File: config.mk
export PLATFORM = sky130hd
export DESIGN_NAME = fp32_fp16_converter_unit
export DESIGN_NICKNAME = d
export VERILOG_FILES = /design/src/design/fpcv_pkg.sv /design/src/design/fpcv_decode.sv /design/src/design/fpcv_align.sv /design/src/design/fpcv_pack.sv /design/src/design/fp32_fp16_converter_unit.sv
export SDC_FILE = /design/constraint.sdc
export NUM_CORES = 1
export LEC_CHECK = 0
export ABC_AREA = 0
export BUFFER_PORTS_ARGS = -buffer_cell sky130_fd_sc_hd__buf_2
export CAP_MARGIN = 15
export CORE_MARGIN = 8
export CORE_UTILIZATION = 53
export CTS_CLUSTER_SIZE = 24
export DETAILED_ROUTE_END_ITERATION = 12
export GPL_TIMING_DRIVEN = 0
export PLACE_DENSITY_LB_ADDON = 0.25
export SLEW_MARGIN = 20
export SYNTH_ARGS = -nofsm -noshare
export SYNTH_HDL_FRONTEND = slang
export SYNTH_SLANG_ARGS = --single-unit
File: constraint.sdc
create_clock -name clk -period 2.25 [get_ports clk]
set_clock_uncertainty 0.1 [all_clocks]
set_input_delay 0.675 -clock clk [delete_from_list [all_inputs] [get_ports clk]]
set_output_delay 0.675 -clock clk [all_outputs]
set_load 0.01 [all_outputs]
File: src/design/fpcv_pkg.sv
`default_nettype none

package fpcv_pkg;

  // direction selector
  typedef enum logic {
    OP_NARROW = 1'b0,
    OP_WIDEN  = 1'b1
  } op_t;

  // operand class carried down the pipe
  typedef enum logic [1:0] {
    CLS_ZERO = 2'd0,
    CLS_INF  = 2'd1,
    CLS_NAN  = 2'd2,
    CLS_NUM  = 2'd3
  } cls_t;

  localparam logic [14:0] H_INF      = 15'h7C00;
  localparam logic [14:0] H_QNAN     = 15'h7E00;
  localparam logic [23:0] LSB_ADD    = 24'h002000;
  localparam int          RND_POS    = 12;
  localparam logic [7:0]  F_EXP_ALL  = 8'hFF;
  localparam logic [7:0]  SUB_EXP_BASE = 8'(127 - 15 + 1);
  localparam logic [7:0]  EXP_BIAS_D = 8'(127 - 15);

  // one pipeline stage worth of item state
  typedef struct packed {
    logic        valid;
    op_t         op;
    logic        sign;
    cls_t        cls;
    logic [7:0]  expo;
    logic [23:0] mant;
    logic [3:0]  shamt;
  } stage_t;

endpackage

`default_nettype wire

File: src/design/fpcv_decode.sv
`default_nettype none

module fpcv_decode (
  input  wire logic            clk,
  input  wire logic            rst_n,
  input  wire logic            in_take,
  input  wire logic            in_op,
  input  wire logic [31:0]     in_value,
  output fpcv_pkg::stage_t     s1_o
);

  localparam logic [7:0] SUB_EXP_BASE_W = fpcv_pkg::SUB_EXP_BASE;

  fpcv_pkg::stage_t s1_r;
  fpcv_pkg::stage_t s1_nxt;

  logic [7:0]  f_exp;
  logic [22:0] f_man;
  logic [4:0]  h_exp;
  logic [9:0]  h_man;
  logic [3:0]  lz;
  logic [7:0]  sub_sh;

  // leading-zero count of the binary16 mantissa, as left shift to bit 10
  always_comb begin
    lz = 4'd0;
    for (int i = 0; i < 10; i++) begin
      if (h_man[i]) begin
        lz = 4'(10 - i);
      end
    end
  end

  always_comb begin
    f_exp  = in_value[30:23];
    f_man  = in_value[22:0];
    h_exp  = in_value[14:10];
    h_man  = in_value[9:0];
    sub_sh = SUB_EXP_BASE_W - f_exp;

    s1_nxt       = s1_r;
    s1_nxt.valid = in_take;
    s1_nxt.op    = fpcv_pkg::op_t'(in_op);
    s1_nxt.shamt = 4'd0;
    s1_nxt.expo  = 8'd0;
    s1_nxt.mant  = 24'd0;
    s1_nxt.cls   = fpcv_pkg::CLS_NUM;

    if (fpcv_pkg::op_t'(in_op) == fpcv_pkg::OP_NARROW) begin
      s1_nxt.sign = in_value[31];
      if (f_exp == fpcv_pkg::F_EXP_ALL) begin
        s1_nxt.cls = (f_man == 23'd0) ? fpcv_pkg::CLS_INF : fpcv_pkg::CLS_NAN;
      end else if (f_exp >= 8'd143) begin
        s1_nxt.cls = fpcv_pkg::CLS_INF;
      end else if (f_exp <= 8'd101) begin
        s1_nxt.cls = fpcv_pkg::CLS_ZERO;
      end else if (f_exp <= 8'd112) begin
        // subnormal result: hidden bit joins, shift right 1..11
        s1_nxt.mant  = {1'b1, f_man};
        s1_nxt.shamt = sub_sh[3:0];
      end else begin
        s1_nxt.expo = f_exp - fpcv_pkg::EXP_BIAS_D;
        s1_nxt.mant = {1'b0, f_man};
      end
    end else begin
      s1_nxt.sign = in_value[15];
      s1_nxt.mant = {1'b0, h_man, 13'd0};
      if (h_exp == 5'd0) begin
        if (h_man == 10'd0) begin
          s1_nxt.cls = fpcv_pkg::CLS_ZERO;
        end else begin
          s1_nxt.expo  = fpcv_pkg::SUB_EXP_BASE - {4'd0, lz};
          s1_nxt.shamt = lz;
        end
      end else if (h_exp == 5'h1F) begin
        // inf and nan keep payload, all-ones exponent
        s1_nxt.expo = fpcv_pkg::F_EXP_ALL;
      end else begin
        s1_nxt.expo = {3'd0, h_exp} + fpcv_pkg::EXP_BIAS_D;
      end
    end
  end

  always_ff @(posedge clk) begin
    if (!rst_n) begin
      s1_r.valid <= 1'b0;
    end else begin
      s1_r.valid <= s1_nxt.valid;
    end
    s1_r.op    <= s1_nxt.op;
    s1_r.sign  <= s1_nxt.sign;
    s1_r.cls   <= s1_nxt.cls;
    s1_r.expo  <= s1_nxt.expo;
    s1_r.mant  <= s1_nxt.mant;
    s1_r.shamt <= s1_nxt.shamt;
  end

  assign s1_o = s1_r;

endmodule

`default_nettype wire

File: src/design/fpcv_align.sv
`default_nettype none

module fpcv_align (
  input  wire logic            clk,
  input  wire logic            rst_n,
  input  fpcv_pkg::stage_t     s1_i,
  output fpcv_pkg::stage_t     s2_o
);

  fpcv_pkg::stage_t s2_r;
  fpcv_pkg::stage_t s2_nxt;

  logic [23:0] hm;
  logic [23:0] wm;

  always_comb begin
    hm = s1_i.mant >> s1_i.shamt;
    wm = s1_i.mant << s1_i.shamt;

    s2_nxt       = s1_i;
    s2_nxt.shamt = 4'd0;
    if (s1_i.op == fpcv_pkg::OP_NARROW) begin
      // round to nearest, ties away from zero
      if (hm[fpcv_pkg::RND_POS]) begin
        s2_nxt.mant = hm + fpcv_pkg::LSB_ADD;
      end else begin
        s2_nxt.mant = hm;
      end
    end else begin
      // renormalized: hidden bit drops out above bit 22
      s2_nxt.mant = {1'b0, wm[22:0]};
    end
  end

  always_ff @(posedge clk) begin
    if (!rst_n) begin
      s2_r.valid <= 1'b0;
    end else begin
      s2_r.valid <= s2_nxt.valid;
    end
    s2_r.op    <= s2_nxt.op;
    s2_r.sign  <= s2_nxt.sign;
    s2_r.cls   <= s2_nxt.cls;
    s2_r.expo  <= s2_nxt.expo;
    s2_r.mant  <= s2_nxt.mant;
    s2_r.shamt <= s2_nxt.shamt;
  end

  assign s2_o = s2_r;

endmodule

`default_nettype wire

File: src/design/fpcv_pack.sv
`default_nettype none

module fpcv_pack (
  input  wire logic            clk,
  input  wire logic            rst_n,
  input  fpcv_pkg::stage_t     s2_i,
  output logic                 out_valid,
  output logic [31:0]          out_result
);

  logic        valid_r;
  logic [31:0] result_r;
  logic [31:0] result_nxt;
  logic [14:0] h_mag;

  always_comb begin
    // a mantissa carry rolls into the exponent, up to infinity
    h_mag = {s2_i.expo[4:0], 10'd0} + {4'd0, s2_i.mant[23:13]};

    if (s2_i.op == fpcv_pkg::OP_NARROW) begin
      case (s2_i.cls)
        fpcv_pkg::CLS_ZERO: result_nxt = {16'd0, s2_i.sign, 15'd0};
        fpcv_pkg::CLS_INF:  result_nxt = {16'd0, s2_i.sign, fpcv_pkg::H_INF};
        fpcv_pkg::CLS_NAN:  result_nxt = {16'd0, s2_i.sign, fpcv_pkg::H_QNAN};
        default:            result_nxt = {16'd0, s2_i.sign, h_mag};
      endcase
    end else begin
      case (s2_i.cls)
        fpcv_pkg::CLS_ZERO: result_nxt = {s2_i.sign, 31'd0};
        default:            result_nxt = {s2_i.sign, s2_i.expo, s2_i.mant[22:0]};
      endcase
    end
  end

  always_ff @(posedge clk) begin
    if (!rst_n) begin
      valid_r <= 1'b0;
    end else begin
      valid_r <= s2_i.valid;
    end
    result_r <= result_nxt;
  end

  assign out_valid  = valid_r;
  assign out_result = result_r;

endmodule

`default_nettype wire

File: src/design/fp32_fp16_converter_unit.sv
// binary32 <-> binary16 converter, three register stages: decode, align/round, pack
// each accepted item passes the decode, align and pack registers before out_valid
// throughput: one item per cycle, set by the fully pipelined datapath; busy stays low
// the result side cannot stall, so no stage ever holds an item back
// reset (rst_n low, synchronous) clears the stage valid bits; payload is not reset
`default_nettype none

module fp32_fp16_converter_unit (
  input  wire logic        clk,
  input  wire logic        rst_n,
  // input item channel
  input  wire logic        start,
  output logic             busy,
  input  wire logic        in_op,
  input  wire logic [31:0] in_value,
  // result channel
  output logic             out_valid,
  output logic [31:0]      out_result
);

  fpcv_pkg::stage_t s1;
  fpcv_pkg::stage_t s2;
  logic             in_take;

  // pipeline never backs up, so the block is always ready
  assign busy    = 1'b0;
  assign in_take = start & ~busy;

  // stage 1: field split, classification, shift amount and exponent
  fpcv_decode u_decode (
    .clk      (clk),
    .rst_n    (rst_n),
    .in_take  (in_take),
    .in_op    (in_op),
    .in_value (in_value),
    .s1_o     (s1)
  );

  // stage 2: subnormal right shift plus rounding, or widening renormalize
  fpcv_align u_align (
    .clk   (clk),
    .rst_n (rst_n),
    .s1_i  (s1),
    .s2_o  (s2)
  );

  // stage 3: special values and final packing into the output register
  fpcv_pack u_pack (
    .clk        (clk),
    .rst_n      (rst_n),
    .s2_i       (s2),
    .out_valid  (out_valid),
    .out_result (out_result)
  );

endmodule

`default_nettype wire
# Word-level counts from Yosys, hierarchy flattened
# Cells that the tools add are included.
totals:
  word_cells: 70
  ff_bits: 111
  output_inout_bits: 34
op_classes:
  n_reduce_logical: 5
  order_cmp: 3
  n_eq_ne: 4
  add_sub_neg: 6
  shifts: 2
  muxes: 33
ops:
  columns: ["cell", "n"]
  rows:
  - ["two-way mux 36 bit", 3]
  - ["two-way mux 4 bit", 13]
  - ["two-way mux 24 bit", 2]
  - ["case mux 15 bit (3 select lines)", 1]
  - ["two-way mux 39 bit", 1]
  - ["two-way mux 32 bit", 1]
  - ["two-way mux 8 bit", 4]
  - ["two-way mux 31 bit", 1]
  - ["adder 24 x 14 -> 24 bit, second input constant", 1]
  - ["<< shifter 24 x 4 -> 23 bit", 1]
  - ["right shift 24 x 4 -> 24 bit", 1]
  - ["logical NOT 23 bit", 1]
  - ["two-way mux 23 bit", 1]
  - ["less-or-equal comparator 8 x 7 -> 1 bit, second input constant", 2]
  - ["adder 15 x 11 -> 15 bit", 1]
  - ["two-way mux 2 bit", 6]
  - ["logical NOT 10 bit", 1]
  - ["adder 5 x 7 -> 8 bit, second input constant", 1]
  - ["== test 8 bit, second input constant", 1]
  - ["greater-or-equal comparator 8 bit, second input constant", 1]
  - ["subtractor 7 x 4 -> 8 bit, first input constant", 1]
  - ["subtractor 8 x 7 -> 8 bit, second input constant", 1]
  - ["== test 5 bit, second input constant", 1]
  - ["logical NOT 5 bit", 1]
  - ["5 further kinds", 5]

# Depth between registers and ports, before layout
# Gate-level depths: netlist of the first run.
depth:
  word_depth: 14
  depth_mapped: 11
  depth_no_buf: 10

# Modules after synthesis
# From an unflattened synthesis of the first run, not the netlist that was laid out.
unflattened:
  cells_unflattened: 661
  hier_area_um2: 6318.6
modules_own_cells:
  columns: ["module", "cells_per_inst", "instances", "seq_area_each_um2", "area_per_inst_um2"]
  rows:
  - ["fpcv_align", 382, 1, 740.7, 3463.3]
  - ["fpcv_decode", 181, 1, 820.8, 1719.1]
  - ["fpcv_pack", 96, 1, 660.6, 1124.8]
  - ["fp32_fp16_converter_unit", 2, 1, 0.0, 11.3]

# Worst setup path before layout of the first run
# No wires, ideal clock.
synth_timing:
  kind: "register to register"
  startpoint: "register u_decode.s1_r (netlist bit u_decode.s1_o[1])"
  endpoint: "register u_align.s2_r (netlist bit u_align.s2_o[25])"
  path_slack_ns: -0.156
  setup_time_ns: 0.118
  path_buffers: 2
  required_time_ns: 2.032
  path_stages_with_launch: 12
  arrival_time_ns: 2.187
  path_cell_list: "dfxtp_1 -> buf_6 -> buf_8 -> mux2i_1 -> mux4_2 -> nor2_1 -> or2_2 -> ha_1 -> nand4b_1 -> nor2_1 -> xor2_1 -> o21ai_1"
synth_lines:
  columns: ["element", "line_no", "rtl"]
  rows:
  - ["from (decl)", "fpcv_decode.sv:14", "fpcv_pkg::stage_t s1_r;"]
  - ["to (decl)", "fpcv_align.sv:10", "fpcv_pkg::stage_t s2_r;"]

==> run_results.csv, run 1 <==
group,metric,value,unit
global_routing,overflow,0,
synth,synth_edf_count,0,
timing,rsz0062_at_grt,"true",
synth,synth_fa_ha_area_frac,0.0259,
critical_path,crit_type,"reg2reg",
timing,finalSetupViolations,18,
timing,hold_violations,0,
synth,netlist.top_cell.by_area,"dfxtp_1",
critical_path,path_max_fanout,6,
synth,synth_compound_area_frac,0.189,
critical_path,critical_path_buf_inv_count,1,
synth,syn_avg_cell_area,9.14,sq um
timing,period_minus_slack,2.50,ns
run_status,violations,"setup timing",
timing,fmax,400,MHz
cells_and_area,multi_input_area,3590,sq um
flow_run,maxCapViolCount,0,
clock_network,htreeDepth,3,
global_routing,grt_pass1_vias,5172,
critical_path,crit_path_end_kind,"flop",
clock_network,postCtsHoldBufs,0,
synth,synthFlopType,"dfxtp_1",
synth,ys_top_cells_by_area,"dfxtp_1, mux4_2, mux2i_1",
critical_path,critPathRequiredTime,2.39,ns
clock_network,clock_sinks,111,
placement,dp.final_hpwl,13.3,mm
global_routing,grt_usage,0.235,
cells_and_area,area_growth,21.8,%
cells_and_area,finalNetCount,786,
synth,synth_top_family_by_area,"compound AO/OA/AOI/OAI gates",
routing,viasPerCell,6.01,
timing,tightest_slew,0.573,ns
cells_and_area,diodes,0,
cells_and_area,final_util,0.657,
placement,dp_cells,841,
routing,route.detailed.drc,0,
clock_network,cts_tree,"built",
critical_path,cpPeakStageDelay,0.54,ns
floorplan,io_pins,70,
floorplan,coreArea,10700,sq um
synth,synthSimpleGateAreaFrac,0.171,
synth,yosysWarnings,0,
synth,synth-xor-area-share,0.0212,
routing,dr_total_vias,5306,
routing,drtAntennaViolNets,0,
timing,tns,-1.88,ns
critical_path,arrival,2.64,ns
routing,drt_iter0_drc,458,
placement,pre_cts_ws,-0.493,ns
synth,muxShareOfSynthArea,0.159,
clock_network,cts_made_buffers,9,
floorplan,dieArea,14500,sq um
synth,synth-seq-cells,111,
timing,fin_crit_sh,1.11,
power_and_ir_drop,leakagePower,2.82,nW
routing,wl_per_cell,19.7,um
cells_and_area,seqCellArea,2230,sq um
timing,slew_headroom,0.615,
floorplan,start_util,0.539,
power_and_ir_drop,power.density,606,nW/um^2
critical_path,cp-start-kind,"flop",
global_routing,grt_max_degree,21,
placement,place.gp.congestion,0.979,
synth,syn-num-nets,682,
power_and_ir_drop,power,4.27,mW
cells_and_area,finalNonFillerCells,883,
timing,final-max-slew-violation-count,0,
synth,yosysUniqueCellTypes,63,
run_status,status,"finished, violations left",
critical_path,path_delay_family,"multiplexers",
synth,yosysSeqAreaShare,0.384,
floorplan,placementRows,38,
critical_path,cp_slowest_cell,"mux4_2",
clock_network,cts_max_path_buffers,2,
cells_and_area,final_common_cell,"dfxtp_1",
clock_network,clkTransAtPathRegs,0.11,ns
global_routing,grt_pass1_wl,27.0,mm
synth,ys_async_sr_fraction,0,
floorplan,die_h,121,um
synth,netlist_area,5790,sq um
routing,routed_wl,17.4,mm
global_routing,antenna_found_initial,0,
cells_and_area,fillers,912,
synth,synth_top_area_share,0.384,
timing,fin_ws,-0.251,ns
critical_path,rrSetupSlack,-0.25,ns
clock_network,root_buffer,"clkbuf_8",
cells_and_area,final_cell_mix,"dfxtp_1, buf_2, nor2_1",
routing,drt_pass1_iterations,5,
min_path,hp-class,"reg2reg",
critical_path,cp_cell_sequence,"buf_8, mux2i_2, mux4_2, nor2_4, or2_4, ha_4, nand4b_1, nand3b_1, a21oi_2, a221oi_2",
synth,synthCells,634,
clock_network,clkLatencyLatePin,0.38,ns
cells_and_area,drive_above_1_share,0.299,
floorplan,die_w,121,um
placement,io_buffer_count,67,
power_and_ir_drop,peakVddDrop,0.371,mV
## report_power, final
group	total [mW]	switching (mW)	internal, mW
sequential	2.22	0.0933	2.13
combinational	0.916	0.515	0.401
clock	1.14	0.705	0.435
total	4.27	1.31	2.96
## area by class of cell
class	instances	area share
Clock buffer	10	0.0181
Tap cell	140	0.0248
Multi-Input combinational cell	458	0.509
Inverter	21	0.0112
Buffer	42	0.0337
Timing Repair Buffer	95	0.0786
Sequential cell	111	0.316
Clock inverter	6	0.00887
## what timing repair did
item	CTS	global route
setup buffers	14	14
setup endpoints to repair	33	28
resized for setup	57	40
pin swaps	15	14
## state kept, by name (all words and copies together) (netlist names)
signal,count
u_decode.s1_o,41
u_align.s2_o,37
u_pack.out_result,32
u_pack.out_valid,1
## cell usage after synthesis (3+ instances only)
| library cell | n |
|---|---|
| o21ai_1 | 4 |
| mux4_2 | 18 |
| xnor2_1 | 6 |
| nor3_1 | 8 |
| nand2b_1 | 5 |
| buf_1 | 5 |
| nor2b_1 | 8 |
| nand3b_1 | 3 |
| o22ai_1 | 10 |
| a21o_1 | 3 |
| o211ai_1 | 8 |
| nand3_1 | 10 |
| and2_1 | 35 |
| ha_1 | 12 |
| mux2_2 | 13 |
| nor4_1 | 3 |
| inv_1 | 20 |
| a222oi_1 | 3 |
| nand2_1 | 44 |
| o21ai_0 | 36 |
| a21oi_1 | 39 |
| a211oi_1 | 12 |
| dfxtp_1 | 111 |
| clkbuf_1 | 27 |
| nor2_1 | 69 |
| or3_1 | 3 |
| a31oi_1 | 4 |
| a22o_1 | 22 |
| mux2i_1 | 37 |
| xor2_1 | 8 |
| buf_2 | 7 |
## routing by layer
layer,track usage,wire length (um),up-vias
met5,0,0,-
met4,0.103,534,0
met3,0.0527,1360,38
met2,0.384,8210,304
met1,0.291,7310,2483
li1,-,-,2481
## cells by family after synthesis
group,count (synthesis)
and+or+nand+nor,202
AOI/OAI and AO/OA,161
DFF,111
muxes,68
buffers and inverters,65
xor gates and xnor gates,14
adders and majority gates,12
other,1
## worst register-to-register path, stage by stage, from the launching register on
cell	delay, ns
dfxtp_4	0.40
buf_8	0.14
mux2i_2	0.15
mux4_2	0.54
nor2_4	0.11
or2_4	0.13
ha_4	0.13
nand4b_1	0.18
nand3b_1	0.24
a21oi_2	0.18
a221oi_2	0.05
## final timing paths
check                       startpoint                       end  depth (start not counted)
max           u_decode.s1_o[1]$_DFF_P_  u_align.s2_o[23]$_DFF_P_                         10
min          u_decode.s1_o[32]$_DFF_P_  u_align.s2_o[32]$_DFF_P_                          0
min reg2reg  u_decode.s1_o[32]$_DFF_P_  u_align.s2_o[32]$_DFF_P_                          0
max reg2reg   u_decode.s1_o[1]$_DFF_P_  u_align.s2_o[23]$_DFF_P_                         10
## stage by stage
step                cell area, sq um  hold WS (ns)
finish                          7060         0.239
global route                    7060         0.238
CTS                             6810         0.240
detailed placement              6330         0.215
global placement                6330         0.214
floorplan                       5820         0.210
No activity file was read; power rests on OpenSTA's default activity.
==> inputs of run 2 (changes only) <==
- MAX_ROUTING_LAYER: not set -> met4
==> run 2 against run 1 <==
Effect of this change:
- the flow still finishes with violations (setup timing)
- hold slack got worse by 0.0047 ns
- largest power group unchanged
- flip-flop and latch count unchanged
- wire length decreased by 2.0%
- cell count decreased by 1.4%
- final area decreased by 2.4%
- utilization decreased by 1.6 points
- first-iteration DRC count increased by 7.2%
- sequential share of layout area increased by 0.76 points
- combinational power decreased by 4.5%
- sequential power about the same
- critical path depth unchanged
==> run_results.csv, run 2 (synthesized netlist as in run 1, its figures left out) <==
group,metric,value,unit
placement,dp.final_hpwl,13.4,mm
timing,finalSetupViolations,12,
global_routing,antenna_found_initial,0,
global_routing,grt_max_degree,20,
global_routing,overflow,0,
power_and_ir_drop,peakVddDrop,0.410,mV
timing,slew_headroom,0.587,
cells_and_area,final_common_cell,"dfxtp_1",
global_routing,grt_pass1_vias,4997,
floorplan,coreArea,10700,sq um
timing,tns,-1.50,ns
power_and_ir_drop,leakagePower,2.77,nW
routing,drt_pass1_iterations,6,
cells_and_area,largest_reg_flops,41,
run_status,status,"finished, violations left",
power_and_ir_drop,power.internal,2.93,mW
critical_path,cp_cell_sequence,"buf_8, clkbuf_4, buf_4, mux4_2, mux2i_4, o21ai_2, o211ai_4, nor2_1, nor4b_2, a211oi_1",
cells_and_area,finalNonFillerCells,871,
min_path,hp-class,"reg2reg",
floorplan,die_w,121,um
clock_network,clkLatencyLatePin,0.38,ns
routing,wl_per_cell,19.6,um
timing,fin_ws,-0.261,ns
timing,fin_crit_sh,1.12,
timing,final-max-slew-violation-count,0,
power_and_ir_drop,power,4.19,mW
timing,period_minus_slack,2.51,ns
critical_path,cp_slowest_cell,"dfxtp_4",
clock_network,htreeDepth,3,
critical_path,path_max_fanout,6,
global_routing,grt_usage,0.239,
critical_path,arrival,2.67,ns
power_and_ir_drop,p_sw_frac,0.302,
cells_and_area,finalNetCount,774,
clock_network,cts_max_path_buffers,2,
clock_network,root_buffer,"clkbuf_8",
cells_and_area,fillers,921,
placement,io_buffer_count,67,
power_and_ir_drop,power_switching,1.26,mW
critical_path,critPathRequiredTime,2.41,ns
floorplan,dieArea,14500,sq um
critical_path,cp-start-kind,"flop",
placement,place.gp.congestion,0.993,
cells_and_area,drive_above_1_share,0.276,
floorplan,placementRows,38,
flow_run,maxCapViolCount,0,
power_and_ir_drop,p_seq_frac,0.529,
placement,dpl-instance-area,6330,sq um
clock_network,cts_tree,"built",
timing,tightest_slew,0.603,ns
critical_path,crit_path_end_kind,"flop",
clock_network,postCtsHoldBufs,0,
routing,routed_wl,17.1,mm
power_and_ir_drop,clock_power_share,0.262,
power_and_ir_drop,power.density,609,nW/um^2
clock_network,clkTransAtPathRegs,0.10,ns
timing,whs,0.234,ns
timing,hold_violations,0,
cells_and_area,final_area,6890,sq um
run_status,violations,"setup timing",
global_routing,grt_pass1_wl,26.6,mm
placement,pre_cts_ws,-0.486,ns
floorplan,start_util,0.539,
routing,dr_total_vias,5163,
timing,fmax,398,MHz
floorplan,io_pins,70,
routing,viasPerCell,5.93,
clock_network,clock_sinks,111,
power_and_ir_drop,pwr-share-comb,0.209,
clock_network,cts_made_buffers,9,
critical_path,cpPeakStageDelay,0.40,ns
placement,dp_cells,841,
timing,rsz0062_at_grt,"true",
cells_and_area,final_util,0.641,
routing,route.detailed.drc,0,
floorplan,die_h,121,um
critical_path,crit_type,"reg2reg",
cells_and_area,diodes,0,
routing,drt_iter0_drc,491,
cells_and_area,final_cell_mix,"dfxtp_1, buf_2, nor2_1",
cells_and_area,area_growth,18.9,%
routing,drtAntennaViolNets,0,
run 2: changes by cell type in the layout (fill, tap and decap cells not counted), moves of 3 or more:
cell      previous run  this run
buf_2               71        68
o21ai_0             31        26
ha_1                 8        11
buf_4               27        18
clkbuf_4             1         4
nor2_1              62        66
o21ai_1              7        11
run 2: power groups by stage:
stage	Combinational, mW	Sequential (mW)	Clock [mW]
floorplan	0.490	2.26	0
global placement	0.779	2.25	0
detailed placement	0.786	2.26	0
CTS	0.828	2.22	1.12
global route	0.940	2.24	1.21
finish	0.875	2.22	1.10
run 2: path summary, 6_finish.rpt:
path / start / endpoint / slack (ns) / depth (start not counted)
min reg2reg: u_decode.s1_o[29]$_DFF_P_ / u_align.s2_o[29]$_DFF_P_ / 0.23 / 0
max: u_decode.s1_o[1]$_DFF_P_ / u_align.s2_o[20]$_DFF_P_ / -0.26 / 10
max reg2reg: u_decode.s1_o[1]$_DFF_P_ / u_align.s2_o[20]$_DFF_P_ / -0.26 / 10
min: u_decode.s1_o[29]$_DFF_P_ / u_align.s2_o[29]$_DFF_P_ / 0.23 / 0
run 2: cell type report:
cell class | count | area [sq um] | area share
tap | 140 | 175 | 0.0254
sequential | 111 | 2230 | 0.324
clock buffer | 10 | 128 | 0.0185
buffer | 43 | 251 | 0.0365
multi-input combinational | 458 | 3520 | 0.512
timing repair buffer | 82 | 448 | 0.0651
inverter | 21 | 78.8 | 0.0114
clock inverter | 6 | 53.8 | 0.00781
run 2: timing repair:
| action | 4_1_cts | 5_1_grt |
|---|---|---|
| resized for setup | 41 | 47 |
| pin swaps | 9 | 9 |
| setup endpoints to repair | 33 | 40 |
| buffers inserted | 12 | 3 |
run 2: routing by layer:
| layer | part of all wire | up-vias | GRT usage | wire (um) |
|---|---|---|---|---|
| met2 | 0.46 | 239 | 0.370 | 7790 |
| li1 | - | 2461 | - | - |
| met3 | 0.069 | 36 | 0.0415 | 1180 |
| met4 | 0.034 | 0 | 0.105 | 572 |
| met5 | 0 | - | - | 0 |
| met1 | 0.44 | 2427 | 0.302 | 7520 |
run 2: worst max-delay path: cells and delay by family (launching register included):
family,cells,cell delay [ns]
multiplexers,2,0.39
buffers and inverters,3,0.45
flip-flops,1,0.40
AO/OA/AOI/OAI,3,0.55
AND/OR/NAND/NOR,2,0.52
==> inputs of run 3 (changes only) <==
- ABC_CLOCK_PERIOD_IN_PS: not set -> 2250
- SYNTH_HIERARCHICAL: not set -> 1
==> run 3 against run 2 <==
Effect of this change:
- the flow still finishes with violations (setup timing)
- global-route usage about the same
- clock power up 38%
- flip-flop and latch count is the same
- cell count increased by 4.7%
- sequential share of layout area down 3.4 points
- area after synthesis is 8.5% higher
- sequential power about the same
- combinational power increased by 22%
- non-clock buffer count up 21
- worst setup slack got worse by 0.058 ns
- wire length grew 11%
- maximum frequency is 2.2% lower
- highest routed layer unchanged
==> run_results.csv, run 3 <==
group,metric,value,unit
routing,dr_total_vias,5592,
critical_path,rrSetupSlack,-0.32,ns
flow_run,maxCapViolCount,0,
timing,rsz0062_at_grt,"true",
timing,hold_violations,0,
global_routing,grt_pass1_wl,29.1,mm
timing,fmax,389,MHz
global_routing,grt_usage,0.240,
min_path,hold_depth,0,
floorplan,dieArea,15600,sq um
cells_and_area,largest_reg_flops,41,
power_and_ir_drop,leakagePower,3.16,nW
floorplan,die_w,125,um
critical_path,arrival,2.67,ns
routing,wl_met3,1.46,mm
critical_path,reg2reg_from,"u_decode/s1_o[1]$_DFF_P_",
cells_and_area,finalNonFillerCells,912,
global_routing,overflow,0,
global_routing,grt_max_degree,21,
placement,dpl-instance-area,6850,sq um
critical_path,crit_type,"reg2reg",
routing,viasPerCell,6.13,
placement,io_buffer_count,67,
critical_path,path_max_fanout,9,
routing,route.detailed.drc,0,
critical_path,crit_path_end_kind,"flop",
routing,drtAntennaViolNets,0,
clock_network,postCtsHoldBufs,0,
run_status,status,"finished, violations left",
routing,highest_layer,"met4",
timing,finalSetupViolations,12,
critical_path,reg2regPathDepth,12,
synth,syn-num-nets,703,
timing,slew_headroom,0.459,
synth,syn_avg_cell_area,9.58,sq um
timing,whs,0.230,ns
cells_and_area,finalNetCount,811,
cells_and_area,drive_above_1_share,0.343,
synth,synthCells,656,
routing,routed_wl,18.9,mm
floorplan,coreArea,11500,sq um
critical_path,r2r_end,"u_align/s2_o[25]$_DFF_P_",
cells_and_area,area_growth,22.7,%
critical_path,critPathRequiredTime,2.35,ns
cells_and_area,final_cell_mix,"dfxtp_1, buf_2, nand2_1",
min_path,hp-class,"reg2reg",
power_and_ir_drop,power.density,626,nW/um^2
critical_path,cp-start-kind,"flop",
clock_network,clkLatencyLatePin,0.35,ns
timing,tightest_slew,0.805,ns
clock_network,htreeDepth,3,
routing,drt_iter0_drc,507,
power_and_ir_drop,peakVddDrop,0.410,mV
clock_network,cts_max_path_buffers,2,
min_path,worstHoldStart,"u_decode/s1_o[35]$_DFF_P_",
placement,place.gp.congestion,0.950,
routing,wl_per_cell,20.7,um
routing,drt_pass1_iterations,5,
clock_network,cts_made_buffers,9,
floorplan,io_pins,70,
placement,dp.final_hpwl,14.4,mm
timing,fin_ws,-0.318,ns
floorplan,placementRows,39,
timing,final-max-slew-violation-count,0,
cells_and_area,final_common_cell,"dfxtp_1",
synth,yosysWarnings,6,
power_and_ir_drop,power,4.83,mW
floorplan,die_h,125,um
clock_network,cts_tree,"built",
clock_network,clock_sinks,111,
placement,dp_cells,866,
timing,period_minus_slack,2.57,ns
clock_network,root_buffer,"clkbuf_16",
run_status,violations,"setup timing",
routing,wl_met1,8.01,mm
clock_network,clkTransAtPathRegs,0.07,ns
timing,fin_crit_sh,1.14,
global_routing,grt_pass1_vias,5371,
routing,met2_wirelength,8.70,mm
global_routing,antenna_found_initial,0,
synth,netlist_area,6280,sq um
min_path,holdPathEnd,"u_align/s2_o[35]$_DFF_P_",
floorplan,start_util,0.546,
cells_and_area,final_area,7710,sq um
cells_and_area,diodes,0,
-- run 3: cell count changes in the layout (fill, tap and decap cells not counted), sizes merged, moves of 6 or more --
cell    delta
mux2       -6
clkbuf    -11
o22ai      -8
nor2       -7
nand2     +15
mux4      +12
a22o      -11
buf       +32
o211ai     -6
-- run 3: critical path, stage by stage (launching register included) --
cell	delay, ns
dfxtp_2	0.33
buf_8	0.14
mux2i_2	0.17
mux4_2	0.54
nor2_4	0.12
or2_4	0.14
ha_4	0.15
nand3_4	0.07
a211oi_4	0.19
buf_6	0.14
nor4_1	0.04
a21oi_1	0.14
o221ai_1	0.13
-- run 3: through the flow --
| stage | TNS (ns) | utilization | worst slack [ns] |
|---|---|---|---|
| 2_1_floorplan | -0.287 | - | -0.0742 |
| 3_3_place_gp | -13.48 | 0.595 | -0.585 |
| 3_5_place_dp | -14.71 | 0.595 | -0.554 |
| 4_1_cts | -1.93 | 0.646 | -0.374 |
| 5_1_grt | -3.27 | 0.670 | -0.402 |
| 6_report | -1.99 | 0.670 | -0.318 |
-- run 3: cell type report --
| cell class | count | area, sq um |
|---|---|---|
| multi-input cells | 477 | 3910 |
| fillers | 915 | 3800 |
| flip-flops and latches | 111 | 2230 |
| repair buffers | 97 | 581 |
| plain buffers | 49 | 457 |
| clock buffers | 10 | 229 |
| well taps | 143 | 179 |
| inverters | 19 | 71.3 |
| clock inverters | 6 | 57.6 |
-- run 3: repair_timing --
action,in CTS,in global routing
setup buffers,10,20
gates cloned,0,0
gates resized for setup,60,35
pin swaps,9,14
endpoints found under the setup margin,25,24
-- run 3: power breakdown --
part	internal, mW	switching, mW
Sequential	2.13	0.102
Clock	0.781	0.738
Combinational	0.488	0.583
-- run 3: worst max-delay path by stage --
stage,from,end,cells past startpoint
floorplan,u_decode/s1_o[1]$_DFF_P_,u_align/s2_o[27]$_SDFF_PP0_,11
global placement,u_decode/s1_o[2]$_DFF_P_,u_align/s2_o[13]$_DFF_P_,8
detailed placement,u_decode/s1_o[0]$_DFF_P_,u_align/s2_o[17]$_DFF_P_,9
CTS,u_decode/s1_o[1]$_DFF_P_,u_align/s2_o[25]$_DFF_P_,12
global route,u_decode/s1_o[1]$_DFF_P_,u_align/s2_o[25]$_DFF_P_,12
finish,u_decode/s1_o[1]$_DFF_P_,u_align/s2_o[25]$_DFF_P_,12
-- run 3: layer usage --
metal  GRT usage  vias up
met1       0.294     2624
met5           -        -
met3      0.0441       51
met4       0.102        0
met2       0.381      308
li1            -     2609
